==> src/sv/assert_macros.svh <==
`ifndef ASSERT_MACROS_SVH
`define ASSERT_MACROS_SVH

// same-cycle implication, checked out of reset
`define DBSC_ASSERT_NOW(lbl, ante, cons, msg) \
  lbl: assert property (@(posedge clk_i) disable iff (!rst_ni) (ante) |-> (cons)) \
    else $error(msg);

// next-cycle implication, checked out of reset
`define DBSC_ASSERT_NEXT(lbl, ante, cons, msg) \
  lbl: assert property (@(posedge clk_i) disable iff (!rst_ni) (ante) |=> (cons)) \
    else $error(msg);

`endif

==> src/sv/dbsc_pkg.sv <==
package dbsc_pkg;

  localparam int unsigned CountWidth = 32;
  localparam int unsigned CfgWidth   = 32;
  localparam int unsigned CfgIdxWidth = 2;

  localparam logic [CfgIdxWidth-1:0] CFG_SKIP_A     = 2'd0;
  localparam logic [CfgIdxWidth-1:0] CFG_SKIP_B     = 2'd1;
  localparam logic [CfgIdxWidth-1:0] CFG_LIMIT      = 2'd2;
  localparam logic [CfgIdxWidth-1:0] CFG_REPORT_MODE = 2'd3;

  localparam logic [1:0] MODE_SILENT = 2'd0;
  localparam logic [1:0] MODE_FIRST  = 2'd1;

  localparam logic [7:0] NEWLINE_BYTE = 8'h0A;

  typedef enum logic [1:0] {
    PH_IDLE,
    PH_RUN,
    PH_ALL,
    PH_DONE
  } dbsc_phase_e;

  typedef enum logic [2:0] {
    KIND_FINISHED,
    KIND_DIFF,
    KIND_A_END,
    KIND_B_END,
    KIND_A_END_SKIP,
    KIND_B_END_SKIP
  } dbsc_kind_e;

  typedef struct packed {
    logic [7:0] a_value;
    logic       a_present;
    logic       a_ended;
    logic [7:0] b_value;
    logic       b_present;
    logic       b_ended;
  } dbsc_in_t;

  typedef struct packed {
    logic [2:0]  report_kind;
    logic        streams_differ;
    logic        finished;
    logic [31:0] a_position;
    logic [31:0] a_line_number;
    logic [31:0] b_position;
    logic [31:0] b_line_number;
    logic [7:0]  a_byte_seen;
    logic [7:0]  b_byte_seen;
  } dbsc_out_t;

endpackage

==> src/sv/dbsc_in_stage.sv <==
module dbsc_in_stage (
  input  logic               clk_i,
  input  logic               rst_ni,
  input  logic               in_valid_i,
  output logic               in_stall_o,
  input  dbsc_pkg::dbsc_in_t in_data_i,
  input  logic               advance_i,
  output logic               item_valid_o,
  output dbsc_pkg::dbsc_in_t item_o
);
  import dbsc_pkg::*;

  logic     valid_d, valid_q;
  dbsc_in_t data_q;
  logic     accept;

  assign in_stall_o = valid_q && !advance_i;
  assign accept     = in_valid_i && !in_stall_o;
  assign valid_d    = accept || (valid_q && !advance_i);

  always_ff @(posedge clk_i or negedge rst_ni) begin
    if (!rst_ni) begin
      valid_q <= 1'b0;
    end else begin
      valid_q <= valid_d;
    end
  end

  always_ff @(posedge clk_i) begin
    if (accept) begin
      data_q <= in_data_i;
    end
  end

  assign item_valid_o = valid_q;
  assign item_o       = data_q;

endmodule

==> src/sv/dbsc_engine.sv <==
module dbsc_engine (
  input  logic                               clk_i,
  input  logic                               rst_ni,
  input  logic                               cfg_we_i,
  input  logic [dbsc_pkg::CfgIdxWidth-1:0]   cfg_idx_i,
  input  logic [dbsc_pkg::CfgWidth-1:0]      cfg_wdata_i,
  input  logic                               fire_i,
  input  dbsc_pkg::dbsc_in_t                 item_i,
  output logic                               res_valid_o,
  output dbsc_pkg::dbsc_out_t                res_o
);
  import dbsc_pkg::*;

  `include "assert_macros.svh"

  typedef struct packed {
    logic       emit;
    logic       fin;
    dbsc_kind_e kind;
    logic       goto_all;
    logic       set_differ;
    logic       take_a;
    logic       take_b;
    logic       dec_a;
    logic       dec_b;
    logic       tick;
  } dbsc_dec_t;

  logic [31:0] skip_cfg_a_q, skip_cfg_b_q, limit_cfg_q;
  logic [1:0]  mode_q;

  dbsc_phase_e phase_d, phase_q;
  logic [31:0] skip_left_a_d, skip_left_a_q, skip_left_b_d, skip_left_b_q;
  logic [31:0] pairs_left_d, pairs_left_q;
  logic [CountWidth-1:0] count_a_d, count_a_q, count_b_d, count_b_q;
  logic [CountWidth-1:0] lines_a_d, lines_a_q, lines_b_d, lines_b_q;
  logic differ_d, differ_q;

  logic [31:0] sla, slb, pl;
  logic        silent, all_mode, skipping, na, nb, ea, eb, same, hit;
  dbsc_phase_e phase_eff;
  dbsc_dec_t   dec;

  always_ff @(posedge clk_i or negedge rst_ni) begin
    if (!rst_ni) begin
      skip_cfg_a_q <= '0;
      skip_cfg_b_q <= '0;
      limit_cfg_q  <= '0;
      mode_q       <= MODE_FIRST;
    end else if (cfg_we_i) begin
      unique case (cfg_idx_i)
        CFG_SKIP_A:      skip_cfg_a_q <= cfg_wdata_i;
        CFG_SKIP_B:      skip_cfg_b_q <= cfg_wdata_i;
        CFG_LIMIT:       limit_cfg_q  <= cfg_wdata_i;
        CFG_REPORT_MODE: mode_q       <= cfg_wdata_i[1:0];
      endcase
    end
  end

  assign sla       = (phase_q == PH_IDLE) ? skip_cfg_a_q : skip_left_a_q;
  assign slb       = (phase_q == PH_IDLE) ? skip_cfg_b_q : skip_left_b_q;
  assign pl        = (phase_q == PH_IDLE) ? limit_cfg_q : pairs_left_q;
  assign phase_eff = (phase_q == PH_IDLE) ? PH_RUN : phase_q;
  assign silent    = (mode_q == MODE_SILENT);
  assign all_mode  = mode_q[1];
  assign na        = (sla != '0);
  assign nb        = (slb != '0);
  assign skipping  = (phase_eff == PH_RUN) && (na || nb);
  assign ea        = skipping ? (na && item_i.a_ended) : item_i.a_ended;
  assign eb        = skipping ? (nb && item_i.b_ended) : item_i.b_ended;
  assign same      = (ea && eb) || (!ea && !eb && item_i.a_value == item_i.b_value);
  assign hit       = (pl == 32'd1);

  always_comb begin
    dec = '0;
    dec.kind = KIND_FINISHED;
    if (phase_q != PH_DONE) begin
      if (skipping) begin
        if (!((na && !item_i.a_present) || (nb && !item_i.b_present))) begin
          dec.take_a = na && !ea;
          dec.take_b = nb && !eb;
          if (ea && eb) begin
            dec.emit = 1'b1;
            dec.fin  = 1'b1;
          end else if (ea) begin
            dec.set_differ = 1'b1;
            dec.emit = 1'b1;
            dec.fin  = 1'b1;
            dec.kind = silent ? KIND_FINISHED : KIND_A_END_SKIP;
          end else if (eb) begin
            dec.set_differ = 1'b1;
            dec.emit = 1'b1;
            dec.fin  = 1'b1;
            dec.kind = silent ? KIND_FINISHED : KIND_B_END_SKIP;
          end else begin
            dec.dec_a = na;
            dec.dec_b = nb;
          end
        end
      end else if (item_i.a_present && item_i.b_present) begin
        dec.take_a = !ea;
        dec.take_b = !eb;
        if (phase_eff == PH_RUN) begin
          if (same) begin
            dec.tick = 1'b1;
            dec.emit = hit || ea;
            dec.fin  = hit || ea;
          end else begin
            dec.set_differ = 1'b1;
            dec.emit = 1'b1;
            if (ea) begin
              dec.fin  = 1'b1;
              dec.kind = silent ? KIND_FINISHED : KIND_A_END;
            end else if (eb) begin
              dec.fin  = 1'b1;
              dec.kind = silent ? KIND_FINISHED : KIND_B_END;
            end else if (silent) begin
              dec.fin  = 1'b1;
            end else if (!all_mode) begin
              dec.fin  = 1'b1;
              dec.kind = KIND_DIFF;
            end else begin
              dec.goto_all = 1'b1;
              dec.tick = 1'b1;
              dec.fin  = hit;
              dec.kind = KIND_DIFF;
            end
          end
        end else begin
          if (ea || eb) begin
            dec.emit = 1'b1;
            dec.fin  = 1'b1;
            dec.kind = (ea && eb) ? KIND_FINISHED : (ea ? KIND_A_END : KIND_B_END);
          end else begin
            dec.tick = 1'b1;
            if (item_i.a_value != item_i.b_value) begin
              dec.emit = 1'b1;
              dec.fin  = hit;
              dec.kind = KIND_DIFF;
            end else begin
              dec.emit = hit;
              dec.fin  = hit;
            end
          end
        end
      end
    end
  end

  always_comb begin
    phase_d = phase_q;
    if (fire_i) begin
      if (dec.emit && dec.fin) begin
        phase_d = PH_DONE;
      end else if (dec.goto_all) begin
        phase_d = PH_ALL;
      end else if (phase_q == PH_IDLE) begin
        phase_d = PH_RUN;
      end
    end
  end

  always_comb begin
    skip_left_a_d = sla - {31'd0, dec.dec_a};
    skip_left_b_d = slb - {31'd0, dec.dec_b};
    pairs_left_d  = (dec.tick && pl != '0) ? pl - 32'd1 : pl;
    count_a_d = count_a_q;
    count_b_d = count_b_q;
    lines_a_d = lines_a_q;
    lines_b_d = lines_b_q;
    if (dec.take_a && count_a_q != '1) begin
      count_a_d = count_a_q + CountWidth'(1);
    end
    if (dec.take_a && item_i.a_value == NEWLINE_BYTE && lines_a_q != '1) begin
      lines_a_d = lines_a_q + CountWidth'(1);
    end
    if (dec.take_b && count_b_q != '1) begin
      count_b_d = count_b_q + CountWidth'(1);
    end
    if (dec.take_b && item_i.b_value == NEWLINE_BYTE && lines_b_q != '1) begin
      lines_b_d = lines_b_q + CountWidth'(1);
    end
    differ_d = differ_q || dec.set_differ;
  end

  always_comb begin
    res_valid_o          = fire_i && dec.emit;
    res_o.report_kind    = dec.kind;
    res_o.streams_differ = differ_d;
    res_o.finished       = dec.fin;
    res_o.a_position     = 32'(count_a_d);
    res_o.a_line_number  = 32'(lines_a_d);
    res_o.b_position     = 32'(count_b_d);
    res_o.b_line_number  = 32'(lines_b_d);
    res_o.a_byte_seen    = (dec.kind == KIND_DIFF) ? item_i.a_value : 8'd0;
    res_o.b_byte_seen    = (dec.kind == KIND_DIFF) ? item_i.b_value : 8'd0;
  end

  always_ff @(posedge clk_i or negedge rst_ni) begin
    if (!rst_ni) begin
      phase_q       <= PH_IDLE;
      skip_left_a_q <= '0;
      skip_left_b_q <= '0;
      pairs_left_q  <= '0;
      count_a_q     <= '0;
      count_b_q     <= '0;
      lines_a_q     <= CountWidth'(1);
      lines_b_q     <= CountWidth'(1);
      differ_q      <= 1'b0;
    end else if (fire_i) begin
      phase_q       <= phase_d;
      skip_left_a_q <= skip_left_a_d;
      skip_left_b_q <= skip_left_b_d;
      pairs_left_q  <= pairs_left_d;
      count_a_q     <= count_a_d;
      count_b_q     <= count_b_d;
      lines_a_q     <= lines_a_d;
      lines_b_q     <= lines_b_d;
      differ_q      <= differ_d;
    end
  end

  `DBSC_ASSERT_NOW(a_done_silent, phase_q == PH_DONE, !res_valid_o, "result after finish")
  `DBSC_ASSERT_NEXT(a_fin_done, res_valid_o && res_o.finished, phase_q == PH_DONE, "finish not held")
  `DBSC_ASSERT_NEXT(a_differ_sticky, differ_q, differ_q, "verdict dropped")
  `DBSC_ASSERT_NOW(a_lines_nonzero, 1'b1, lines_a_q != '0 && lines_b_q != '0, "line count zero")

endmodule

==> src/sv/dbsc_out_stage.sv <==
module dbsc_out_stage (
  input  logic                clk_i,
  input  logic                rst_ni,
  input  logic                res_valid_i,
  input  dbsc_pkg::dbsc_out_t res_i,
  output logic                room_o,
  output logic                out_valid_o,
  input  logic                out_stall_i,
  output dbsc_pkg::dbsc_out_t out_data_o
);
  import dbsc_pkg::*;

  logic      valid_d, valid_q;
  dbsc_out_t data_q;

  assign room_o  = !valid_q || !out_stall_i;
  assign valid_d = room_o ? res_valid_i : valid_q;

  always_ff @(posedge clk_i or negedge rst_ni) begin
    if (!rst_ni) begin
      valid_q <= 1'b0;
    end else begin
      valid_q <= valid_d;
    end
  end

  always_ff @(posedge clk_i) begin
    if (room_o && res_valid_i) begin
      data_q <= res_i;
    end
  end

  assign out_valid_o = valid_q;
  assign out_data_o  = data_q;

endmodule

==> src/sv/dual_byte_stream_comparator_top.sv <==
// channel   direction  handshake              payload
// in        input      in_valid_i/in_stall_o  in_data_i   (dbsc_in_t)
// out       output     out_valid_o/out_stall_i out_data_o (dbsc_out_t)
// cfg       input      cfg_we_i               cfg_idx_i, cfg_wdata_i
//
// One transaction per cycle while in_stall_o is low: input register, one
// pass of compare and counter logic, then the result register.
// Reset is asynchronous, active low; positions and phase clear, line counts
// go to 1, registers load defaults, skip and limit load at first transaction.
// A stalled result holds in the result register while the input register
// still takes a transaction; the input stalls once both are full.
module dual_byte_stream_comparator_top (
  input  logic                             clk_i,
  input  logic                             rst_ni,
  input  logic                             in_valid_i,
  output logic                             in_stall_o,
  input  dbsc_pkg::dbsc_in_t               in_data_i,
  output logic                             out_valid_o,
  input  logic                             out_stall_i,
  output dbsc_pkg::dbsc_out_t              out_data_o,
  input  logic                             cfg_we_i,
  input  logic [dbsc_pkg::CfgIdxWidth-1:0] cfg_idx_i,
  input  logic [dbsc_pkg::CfgWidth-1:0]    cfg_wdata_i
);
  import dbsc_pkg::*;

  logic      item_valid, room, fire, res_valid;
  dbsc_in_t  item;
  dbsc_out_t res;

  assign fire = item_valid && room;

  dbsc_in_stage u_in_stage (
    .clk_i        (clk_i),
    .rst_ni       (rst_ni),
    .in_valid_i   (in_valid_i),
    .in_stall_o   (in_stall_o),
    .in_data_i    (in_data_i),
    .advance_i    (room),
    .item_valid_o (item_valid),
    .item_o       (item)
  );

  dbsc_engine u_engine (
    .clk_i       (clk_i),
    .rst_ni      (rst_ni),
    .cfg_we_i    (cfg_we_i),
    .cfg_idx_i   (cfg_idx_i),
    .cfg_wdata_i (cfg_wdata_i),
    .fire_i      (fire),
    .item_i      (item),
    .res_valid_o (res_valid),
    .res_o       (res)
  );

  dbsc_out_stage u_out_stage (
    .clk_i       (clk_i),
    .rst_ni      (rst_ni),
    .res_valid_i (res_valid),
    .res_i       (res),
    .room_o      (room),
    .out_valid_o (out_valid_o),
    .out_stall_i (out_stall_i),
    .out_data_o  (out_data_o)
  );

endmodule

==> config.mk <==
export PLATFORM = sky130hd
export DESIGN_NAME = dual_byte_stream_comparator_top
export DESIGN_NICKNAME = d
export VERILOG_FILES = /design/src/sv/dbsc_pkg.sv /design/src/sv/dbsc_in_stage.sv /design/src/sv/dbsc_engine.sv /design/src/sv/dbsc_out_stage.sv /design/src/sv/dual_byte_stream_comparator_top.sv
export VERILOG_INCLUDE_DIRS = /design/src /design/src/sv
export SDC_FILE = /design/constraint.sdc
export NUM_CORES = 1
export LEC_CHECK = 0
export BUFFER_PORTS_ARGS = -buffer_cell sky130_fd_sc_hd__buf_4
export CORE_MARGIN = 1
export CORE_UTILIZATION = 45
export DETAILED_ROUTE_END_ITERATION = 7
export HOLD_SLACK_MARGIN = 0.08
export SYNTH_ARGS = -nofsm -noshare
export SYNTH_HDL_FRONTEND = slang
export SYNTH_SLANG_ARGS = --single-unit
==> constraint.sdc <==
create_clock -name clk_i -period 15.6 [get_ports clk_i]
set_input_delay 0.78 -clock clk_i [delete_from_list [all_inputs] [get_ports clk_i]]
set_output_delay 0.78 -clock clk_i [all_outputs]
set_load 0.02 [all_outputs]
==> metrics.md, run 1 <==
| Metric | Value |
|---|---|
| VDD IR-drop max | approximately 0.088 mV |
| Setup violators final | 0 |
| Starting density of the core | 0.456 |
| Synth-to-layout area growth | 15.5% |
| Setup Skew | between 0.03 and 0.04 ns |
| Max Slew Vio Count | 0 |
| GPL Wtd Cong | between 0.8 and 0.9 |
| Post-CTS Setup Inserts | 0 |
| Crit Path Class | flip-flop to flip-flop |
| Hold-fix buffer count after cts | 0 |
| Cts bufs inserted | 54 |
| CP Data Required Time | between 15 and 20 ns |
| Ys Warns | 0 |
| Largest register FFs | roughly 150 |
| Most common cell after layout, fill and taps aside | dfrtp_1 |
| Die H | 244 µm |
| Async set-reset flop share out of synthesis | 0.659 |
| Synth top area cells | dfrtp_1, edfxtp_1, mux2_2 |
| Unique masters post-synth | approximately 100 |
| DR DRC count | 0 |
| Outcome | finished, final reports clean |
| Synth Register Bits | roughly 500 |
| Power consumption | about 3.8 mW |
| Arrival @ worst endpoint | 8.43 ns |
| I/O Pins | 210 |
| Wirelength per Cell | between 20 and 25 µm |
| Vias post-DR | around 21,000 |
| Core ar. | 57,700 µm² |
| Layout cells sized above 1 | 0.181 |
| Vias per cell | 5.82 |
| Power Density | 124 nW/µm² |
| Post-synth EDFFs | around 170 |
| Initial drt markers | 1,433 |
| Max Clock Freq | roughly 0.13 GHz |
| CTS H-tree lvls | 2 |
| Resized cells post-CTS | 0 |
| Final hold vios | 0 |
| WL final | 71,500 µm |
| GRT overflow | 0 |
| Vias in the first global route | between 20,000 and 25,000 |
| Most frequent cells in the layout | dfrtp_1, nand2_1, buf_4 |
| Crit path max fanout | 126 |
| Mapped Area | approximately 26,000 µm² |
| # port buffers | ~210 |
| Worst-path clk slew | ~0.060 ns |
| First-pass iteration count of the detailed router | 5 |
| Width of the die | between 200 and 250 µm |
| Seq/Total Area, Yosys | 0.504 |
| GR Util All Layers | 0.239 |
| Syn Area/Cell | slightly above 10 µm² |
| Top FF cell, synth | dfrtp_1 |
| Critical path endpoint category | flip-flop |
| Synthesized net count | around 2,600 |
| Initial antenna violation count | 1 |
| Cells after Synth | around 2,600 |
| Number of nets in the layout | ~2,800 |
| Clock sinks | around 500 |
| Largest net degree at the start of global routing | ~140 |
| Leakage | about 12 nW |
| Max-Cap Viols | 0 |
| First-pass GRT wire length | between 100,000 and 150,000 µm |
| Fillers | around 5,200 |
| Worst-skew pair later-pin latency | 0.63 ns |
| Slew HR | 0.175 |
| Share of the synthesized area in the top cell type | 0.308 |
| Tcrit/Tclk final | 0.509 |
| Detail Route Antenna Nets | 0 |
| Worst Hold Class | input pin to asynchronous set/reset pin |
| Total negative slack | 0 ns |
| CP startpoint kind | flip-flop |
| Slew @ Worst Pin | 1.23 ns |
| DP Wirelength | slightly below 50,000 µm |
| Num rows | 88 |
| Fin crit period | approximately 8 ns |
| RSZ-0062 raised after global routing | no |
| DIE AREA | 59,500 µm² |
| CTS tree | yes |
| Clock Path Buffers | 3 |
| Cell taking the most area after synthesis | dfrtp_1 |
| CTS Root Cell | clkbuf_16 |
layer usage:
metal,up-vias,global-route usage,routed length (µm)
met4,0,0.0897,2190
met5,-,0,0
met1,10204,0.323,31400
met3,123,0.0282,3350
met2,576,0.392,34500
li1,9607,-,-
cell type report:
cell class | instances | area, µm² | area share
Multi-Input combinational cell | 1874 | 12300 | 0.405
Clock buffer | 76 | 1590 | 0.0522
Inverter | 50 | 188 | 0.00618
Antenna cell | 1 | 2.50 | 0.0000823
Timing Repair Buffer | 235 | 1800 | 0.0591
Clock inverter | 26 | 274 | 0.00902
Sequential cell | 496 | 13300 | 0.436
Tap cell | 765 | 957 | 0.0315
critical path: stages (launching register included):
cell       delay [ns]
dfrtp_1          0.32
buf_4            0.33
buf_4            0.42
or2_4            0.61
buf_12           0.49
a21oi_1          0.27
nor2_1           0.53
nand4_1          0.48
o41ai_2          0.45
inv_2            0.09
ha_1             0.25
or2_2            0.32
nor4_1           0.36
ha_1             0.27
o211a_1          0.23
o2111ai_1        0.29
and4b_1          0.76
nand4_1          0.33
a211o_1          0.41
nor3b_1          0.23
a21oi_1          0.07
o22a_1           0.19
Yosys cell counts (24+ instances only):
| cell type | number |
|---|---|
| o21ai_0 | 75 |
| o31ai_1 | 39 |
| or3_1 | 24 |
| inv_1 | 49 |
| mux2i_1 | 54 |
| and2_1 | 53 |
| a31oi_1 | 29 |
| a21oi_1 | 114 |
| dfrtp_1 | 324 |
| xor2_1 | 123 |
| nor3_1 | 123 |
| nand3_1 | 90 |
| or4_1 | 27 |
| xnor2_1 | 136 |
| o211ai_1 | 27 |
| and3_1 | 45 |
| clkbuf_1 | 90 |
| edfxtp_1 | 169 |
| nor4_1 | 42 |
| nor2_1 | 216 |
| nand2_1 | 236 |
| nand4_1 | 46 |
| mux2_2 | 113 |
metrics by stage:
stage | worst slack, ns | area (µm²) | hold slack [ns] | std cells | util
finish | 7.66 | 30400 | 0.167 | 3523 | 0.527
global route | 7.29 | 30400 | 0.259 | 3522 | 0.527
CTS | 7.88 | 30400 | 0.232 | 3522 | 0.527
detailed placement | 7.93 | 28500 | 0.471 | 3420 | 0.494
global placement | 8.20 | 28500 | 0.443 | 3420 | 0.494
floorplan | 4.06 | 26300 | 0.427 | 2556 | -
worst paths after layout:
kind	startpoint	slack, ns	cells after the start	endpoint
setup / recovery	u_engine.phase_q[0]	7.66	21	u_engine.skip_left_b_q[25]
setup reg to reg	u_engine.phase_q[0]	7.66	21	u_engine.skip_left_b_q[25]
min in group clk_i	in_data_i[14]	0.32	1	u_in_stage.item_o[14]
hold reg to reg	u_engine.skip_left_b_q[9]	0.48	2	u_engine.skip_left_b_q[9]
max in group asynchronous	rst_ni	12.95	3	u_engine.skip_cfg_a_q[25]
hold / removal	rst_ni	0.17	1	u_engine.lines_b_q[5]
logic make-up (layout without fill, tap and decap cells):
| family | after synthesis | in the layout | share of synthesized area |
|---|---|---|---|
| buffers and inverters | 186 | 387 | 0.0297 |
| multiplexers | 170 | 170 | 0.0704 |
| flip-flops | 496 | 496 | 0.504 |
| AO/OA/AOI/OAI | 435 | 435 | 0.111 |
| adder cells (fa/ha/maj) | 14 | 14 | 0.00666 |
| other | 0 | 1 | 0 |
| AND/OR/NAND/NOR | 996 | 996 | 0.193 |
| XOR/XNOR | 259 | 259 | 0.0862 |
report_power, final:
group	leakage (nW)	internal, mW	switching (mW)
logic	5.78	0.280	0.445
registers	5.77	1.53	0.202
clock network	0.919	0.778	0.549
Note: power is estimated with default switching activity, not from simulation.
==> run 2, diff against run 1 <==
==> constraint.sdc (replaced) <==
create_clock -name clk_i -period 7.5 [get_ports clk_i]
set_input_delay 0.375 -clock clk_i [delete_from_list [all_inputs] [get_ports clk_i]]
set_output_delay 0.375 -clock clk_i [all_outputs]
set_load 0.02 [all_outputs]
==> metrics.md, run 2 (synthesis gave the netlist of run 1 again) <==
| Metric | Value |
|---|---|
| Outcome | finished, final reports clean |
| Layout cells sized above 1 | 0.177 |
| Setup slack after layout | 0.899 ns |
| I/O Pins | 210 |
| Comb power frac | 0.190 |
| Initial antenna violation count | 1 |
| Psw | 2.51 mW |
| Die H | 244 µm |
| Pre-CTS setup slack | 1.07 ns |
| CP Data Required Time | between 8 and 9 ns |
| GRT overflow | 0 |
| RSZ-0062 raised after global routing | no |
| Clock Path Buffers | 3 |
| Vias per cell | between 5 and 6 |
| Worst Hold Launch | cfg_idx_i[1] |
| Utilization after layout | 0.538 |
| Buf/Inv on CP | 2 |
| Number of nets in the layout | around 2,800 |
| Largest net degree at the start of global routing | 156 |
| Crit-path cells | nor2_4 -> buf_4 -> o31ai_1 -> o2111a_2 -> and4_1 -> o41ai_2 -> inv_2 -> ha_1 -> or2_2 -> nor4_1 -> ha_1 -> o211a_1 -> o2111ai_1 -> and4b_1 -> nand4_1 -> a211o_1 -> nor3b_1 -> a21oi_1 -> o22a_1 |
| GR Util All Layers | 0.238 |
| Wirelength per Cell | around 20 µm |
| WHS Path Cells | 3 |
| DP Wirelength | 48,800 µm |
| Max Slew Vio Count | 0 |
| Vias in the first global route | roughly 20,000 |
| CP startpoint kind | flip-flop |
| First-pass GRT wire length | between 100,000 and 150,000 µm |
| Internal | 5.47 mW |
| Total negative slack | 0 ns |
| Most frequent cells in the layout | dfrtp_1, buf_4, nand2_1 |
| Starting density of the core | 0.456 |
| WL final | about 70,000 µm |
| Worst-path clk slew | about 0.06 ns |
| Sw Share | 0.315 |
| Slowest CP cell | and4b_1 |
| # port buffers | approximately 210 |
| Family with the most delay on the worst path | simple AND/OR/NAND/NOR gates |
| First-pass iteration count of the detailed router | 6 |
| Worst Hold Class | input pin to flip-flop |
| DIE AREA | approximately 59,000 µm² |
| Sequential share of power | 0.453 |
| Worst path most repeated cell | ha_1 |
| Critical path endpoint category | flip-flop |
| VDD IR-drop max | around 0.20 mV |
| Slew HR | 0.149 |
| Arrival @ worst endpoint | about 7 ns |
| Reg2reg start | u_engine.phase_q[1] |
| Diodes inserted | 0 |
| Leakage | around 13 nW |
| Vias post-DR | between 20,000 and 25,000 |
| Power Density | between 200 and 300 nW/µm² |
| GPL Wtd Cong | about 0.9 |
| Most common cell after layout, fill and taps aside | dfrtp_1 |
| Worst Reg-to-Reg Cells | 19 |
| Setup crit start | u_engine.phase_q[1] |
| CTS H-tree lvls | 2 |
| Setup violators final | 0 |
| Fin crit period | 6.60 ns |
| Worst-skew pair later-pin latency | 0.63 ns |
| Detail Route Antenna Nets | 0 |
| Slew @ Worst Pin | between 1 and 1.5 ns |
| Final hold vios | 0 |
| DR DRC count | 0 |
| Crit Path Class | flip-flop to flip-flop |
| Resized cells post-CTS | 0 |
| Setup Skew | 0.0225 ns |
| Core ar. | between 50,000 and 60,000 µm² |
| CTS tree | yes |
| Hold EP | u_engine.mode_q[0] |
| Synth-to-layout area growth | 18.0% |
| R2r endpoint | u_engine.skip_left_b_q[25] |
| Max-Cap Viols | 0 |
| R2R Setup Slk | between 0.8 and 0.9 ns |
| Largest register FFs | between 100 and 150 |
| Initial drt markers | around 1,500 |
| Clock share of power | 0.357 |
| Tcrit/Tclk final | 0.880 |
| Width of the die | approximately 240 µm |
| Crit path max fanout | 31 |
| Critical Path Max Stage Delay | between 0.7 and 0.8 ns |
| CTS Root Cell | clkbuf_16 |
| Clock sinks | roughly 500 |
| Num rows | around 90 |
| Cts bufs inserted | 54 |
| Max Clock Freq | roughly 0.15 GHz |
==> run 2: per-layer routing <==
metal / track usage / vias to the layer above / share of wire
met5: 0 / - / 0.00018
met4: 0.0851 / 2 / 0.031
met3: 0.0304 / 133 / 0.050
met2: 0.392 / 637 / 0.48
met1: 0.320 / 10232 / 0.44
li1: - / 9741 / -
==> run 2: timing repair <==
item	in CTS	in global routing
setup endpoints to repair	0	0
endpoints found under the hold margin	219	0
setup buffers	0	0
hold buffers	56	0
==> run 2: metrics by stage <==
step	area (µm²)	power, mW	hold slack [ns]	instances
floorplan	26300	4.55	0.0794	2556
global placement	28600	5.08	0.455	3426
detailed placement	28600	5.12	0.458	3426
CTS	31000	8.02	0.229	3584
global route	31000	8.33	0.262	3584
finish	31000	7.98	0.265	3584
==> run 2: power by group through the flow <==
stage               Clock, mW  Sequential (mW)  Combinational, mW
floorplan                   0             3.51               1.04
global placement            0             3.63               1.44
detailed placement          0             3.64               1.48
CTS                      2.91             3.60               1.51
global route             3.01             3.66               1.66
finish                   2.85             3.61               1.52
==> run 2: cell type report <==
class	count	area [µm²]
timing repair buffer	297	2410
sequential	496	13300
fill	5130	26700
clock inverter	40	507
clock buffer	62	1390
inverter	50	188
tap	765	957
multi-input combinational	1874	12300
==> run 2: worst min-delay path, cell delays in order <==
cell and delay, ns:
buf_4 0.13, nand3_1 0.18, mux2_2 0.19
==> run 2: worst max path at each step <==
stage	end	slack [ns]	cells after the start
6_report	u_engine.skip_left_b_q[25]	0.90	19
5_1_grt	u_engine.skip_left_b_q[25]	0.48	19
4_1_cts	u_engine.skip_left_b_q[25]	1.02	19
3_5_place_dp	u_engine.skip_left_b_q[25]	1.07	19
3_3_place_gp	u_engine.skip_left_a_q[31]	1.16	18
2_1_floorplan	u_out_stage.out_data_o[0]	0.95	17
==> run 3, diff against run 2 <==
--- a/config.mk
+++ b/config.mk
@@ -10,6 +10,7 @@
 export CORE_MARGIN = 1
 export CORE_UTILIZATION = 45
 export DETAILED_ROUTE_END_ITERATION = 7
+export GPL_TIMING_DRIVEN = 1
 export HOLD_SLACK_MARGIN = 0.08
 export SYNTH_ARGS = -nofsm -noshare
 export SYNTH_HDL_FRONTEND = slang
==> constraint.sdc (replaced) <==
create_clock -name clk_i -period 7.5 [get_ports clk_i]
set_input_delay 1.5 -clock clk_i [delete_from_list [all_inputs] [get_ports clk_i]]
set_output_delay 1.5 -clock clk_i [all_outputs]
set_load 0.02 [all_outputs]
==> metrics.md, run 3 (synthesis gave the netlist of run 1 again) <==
| Metric | Value |
|---|---|
| Width of the die | about 240 µm |
| Psw | between 2 and 3 mW |
| Clock Path Buffers | 3 |
| Number of nets in the layout | about 2,800 |
| RSZ-0062 raised after global routing | no |
| Hold-fix buffer count after cts | 0 |
| Num rows | approximately 90 |
| Vias per cell | a little under 6 |
| Power Density | between 200 and 300 nW/µm² |
| GR Util All Layers | 0.236 |
| Worst-skew pair later-pin latency | ~0.64 ns |
| # port buffers | 209 |
| Core ar. | about 58,000 µm² |
| Buf/Inv on CP | 2 |
| GRT overflow | 0 |
| Starting density of the core | 0.456 |
| First-pass GRT wire length | 112,000 µm |
| Power consumption | around 8.1 mW |
| DP Wirelength | between 40,000 and 50,000 µm |
| Comb power frac | 0.186 |
| Family with the most delay on the worst path | simple AND/OR/NAND/NOR gates |
| Slew @ Worst Pin | 1.28 ns |
| Worst path most repeated cell | ha_1 |
| Hold WS | between 0.4 and 0.5 ns |
| Setup slack after layout | approximately 0.97 ns |
| Die H | 244 µm |
| Critical path endpoint category | flip-flop |
| Synth-to-layout area growth | 16.4% |
| GPL Wtd Cong | 0.886 |
| Total negative slack | 0 ns |
| Resized cells post-CTS | 0 |
| Setup Skew | roughly 0.034 ns |
| Arrival @ worst endpoint | roughly 7.1 ns |
| Setup violators final | 0 |
| Placed cell count | about 3,400 |
| R2R Setup Slk | just under 1 ns |
| Vias post-DR | a little over 20,000 |
| CTS H-tree lvls | 2 |
| Most frequent cells in the layout | dfrtp_1, nand2_1, buf_4 |
| WL final | 70,900 µm |
| Largest register FFs | approximately 150 |
| CTS tree | yes |
| Final hold vios | 0 |
| Layout cells sized above 1 | 0.184 |
| Largest net degree at the start of global routing | between 150 and 200 |
| Post-CTS Setup Inserts | 0 |
| Tcrit/Tclk final | 0.871 |
| Sw Share | 0.310 |
| Crit Path Class | flip-flop to flip-flop |
| Worst-path clk slew | 0.06 ns |
| Leakage | ~13 nW |
| Most common cell after layout, fill and taps aside | dfrtp_1 |
| Max Clock Freq | 0.153 GHz |
| Crit-path cells | nor2_4 -> buf_4 -> o31ai_1 -> o2111a_2 -> and4_1 -> o41ai_2 -> inv_2 -> ha_1 -> or2_2 -> a2111oi_0 -> ha_1 -> and4bb_1 -> nand3_2 -> or4b_4 -> or2_4 -> nor4_2 -> mux2_2 -> a21oi_1 |
| Layout Cells excl Fill | ~3,500 |
| First-pass iteration count of the detailed router | 8 |
| Max-Cap Viols | 0 |
| Internal | roughly 5.6 mW |
| Critical Path Max Stage Delay | just over 0.7 ns |
| Diodes inserted | 0 |
| Max Slew Vio Count | 0 |
| Slowest CP cell | nor2_4 |
| Fin crit period | approximately 6.5 ns |
| Initial drt markers | between 1,500 and 2,000 |
| Detail Route Antenna Nets | 0 |
| Crit path max fanout | 31 |
| CP startpoint kind | flip-flop |
| Pre-CTS setup slack | ~1.1 ns |
| DIE AREA | about 59,000 µm² |
| Clock sinks | 496 |
| Sequential share of power | 0.448 |
| Outcome | finished, final reports clean |
| CTS Root Cell | clkbuf_16 |
| DR DRC count | 0 |
| I/O Pins | between 200 and 250 |
| VDD IR-drop max | around 0.20 mV |
| Initial antenna violation count | 0 |
| Slew HR | 0.146 |
| Worst Hold Class | flip-flop to flip-flop |
| Clock share of power | 0.366 |
| Cts bufs inserted | between 50 and 60 |
| Vias in the first global route | 19,944 |
| Wirelength per Cell | roughly 20 µm |
| CP Data Required Time | between 8 and 9 ns |
[run 3: area by class of cell]
type                       count  area (µm²)
clock inverter                21         353
multi-input combinational   1874       12300
inverter                      50         188
clock buffer                  83        1680
sequential                   496       13300
timing repair buffer         240        1860
fill                        5176       27100
tap                          765         957
[run 3: worst reg2reg max path, stage by stage, from the launching register on]
cell       delay (ns)
dfrtp_2          0.43
nor2_4           0.71
buf_4            0.41
o31ai_1          0.17
o2111a_2         0.28
and4_1           0.28
o41ai_2          0.42
inv_2            0.09
ha_1             0.26
or2_2            0.33
a2111oi_0        0.61
ha_1             0.35
and4bb_1         0.32
nand3_2          0.21
or4b_4           0.63
or2_4            0.28
nor4_2           0.22
mux2_2           0.37
a21oi_1          0.12
[run 3: per-stage QoR]
step | instance area (µm²) | util
4_1_cts | 30600 | 0.531
3_3_place_gp | 28600 | 0.496
5_1_grt | 30600 | 0.531
6_report | 30600 | 0.531
2_1_floorplan | 26300 | -
3_5_place_dp | 28600 | 0.496
[run 3: worst paths after layout]
kind,from,to,cells after the start
max in group asynchronous,rst_ni,u_engine.skip_left_b_q[28],2
min in group asynchronous,rst_ni,u_engine.lines_b_q[5],1
hold reg to reg,u_engine.differ_q,u_engine.differ_q,1
setup reg to reg,u_engine.phase_q[1],u_engine.skip_left_a_q[31],18
setup / recovery,u_engine.phase_q[1],u_engine.skip_left_a_q[31],18
hold / removal,u_engine.differ_q,u_engine.differ_q,1
[run 3: layer usage]
layer  vias up  GRT usage  share of wire
met5         -          0              0
met4         0     0.0825          0.028
met3       127     0.0307          0.050
met2       606      0.390           0.48
met1     10211      0.317           0.44
li1       9635          -              -
[run 3: power by group through the flow]
stage                     sequential, mW  clock [mW]  combinational, mW
after CTS                           3.60        3.02               1.49
after floorplan                     3.51           0               1.04
after global routing                3.66        3.12               1.64
after global placement              3.63           0               1.44
final                               3.61        2.95               1.50
after detailed placement            3.65           0               1.48
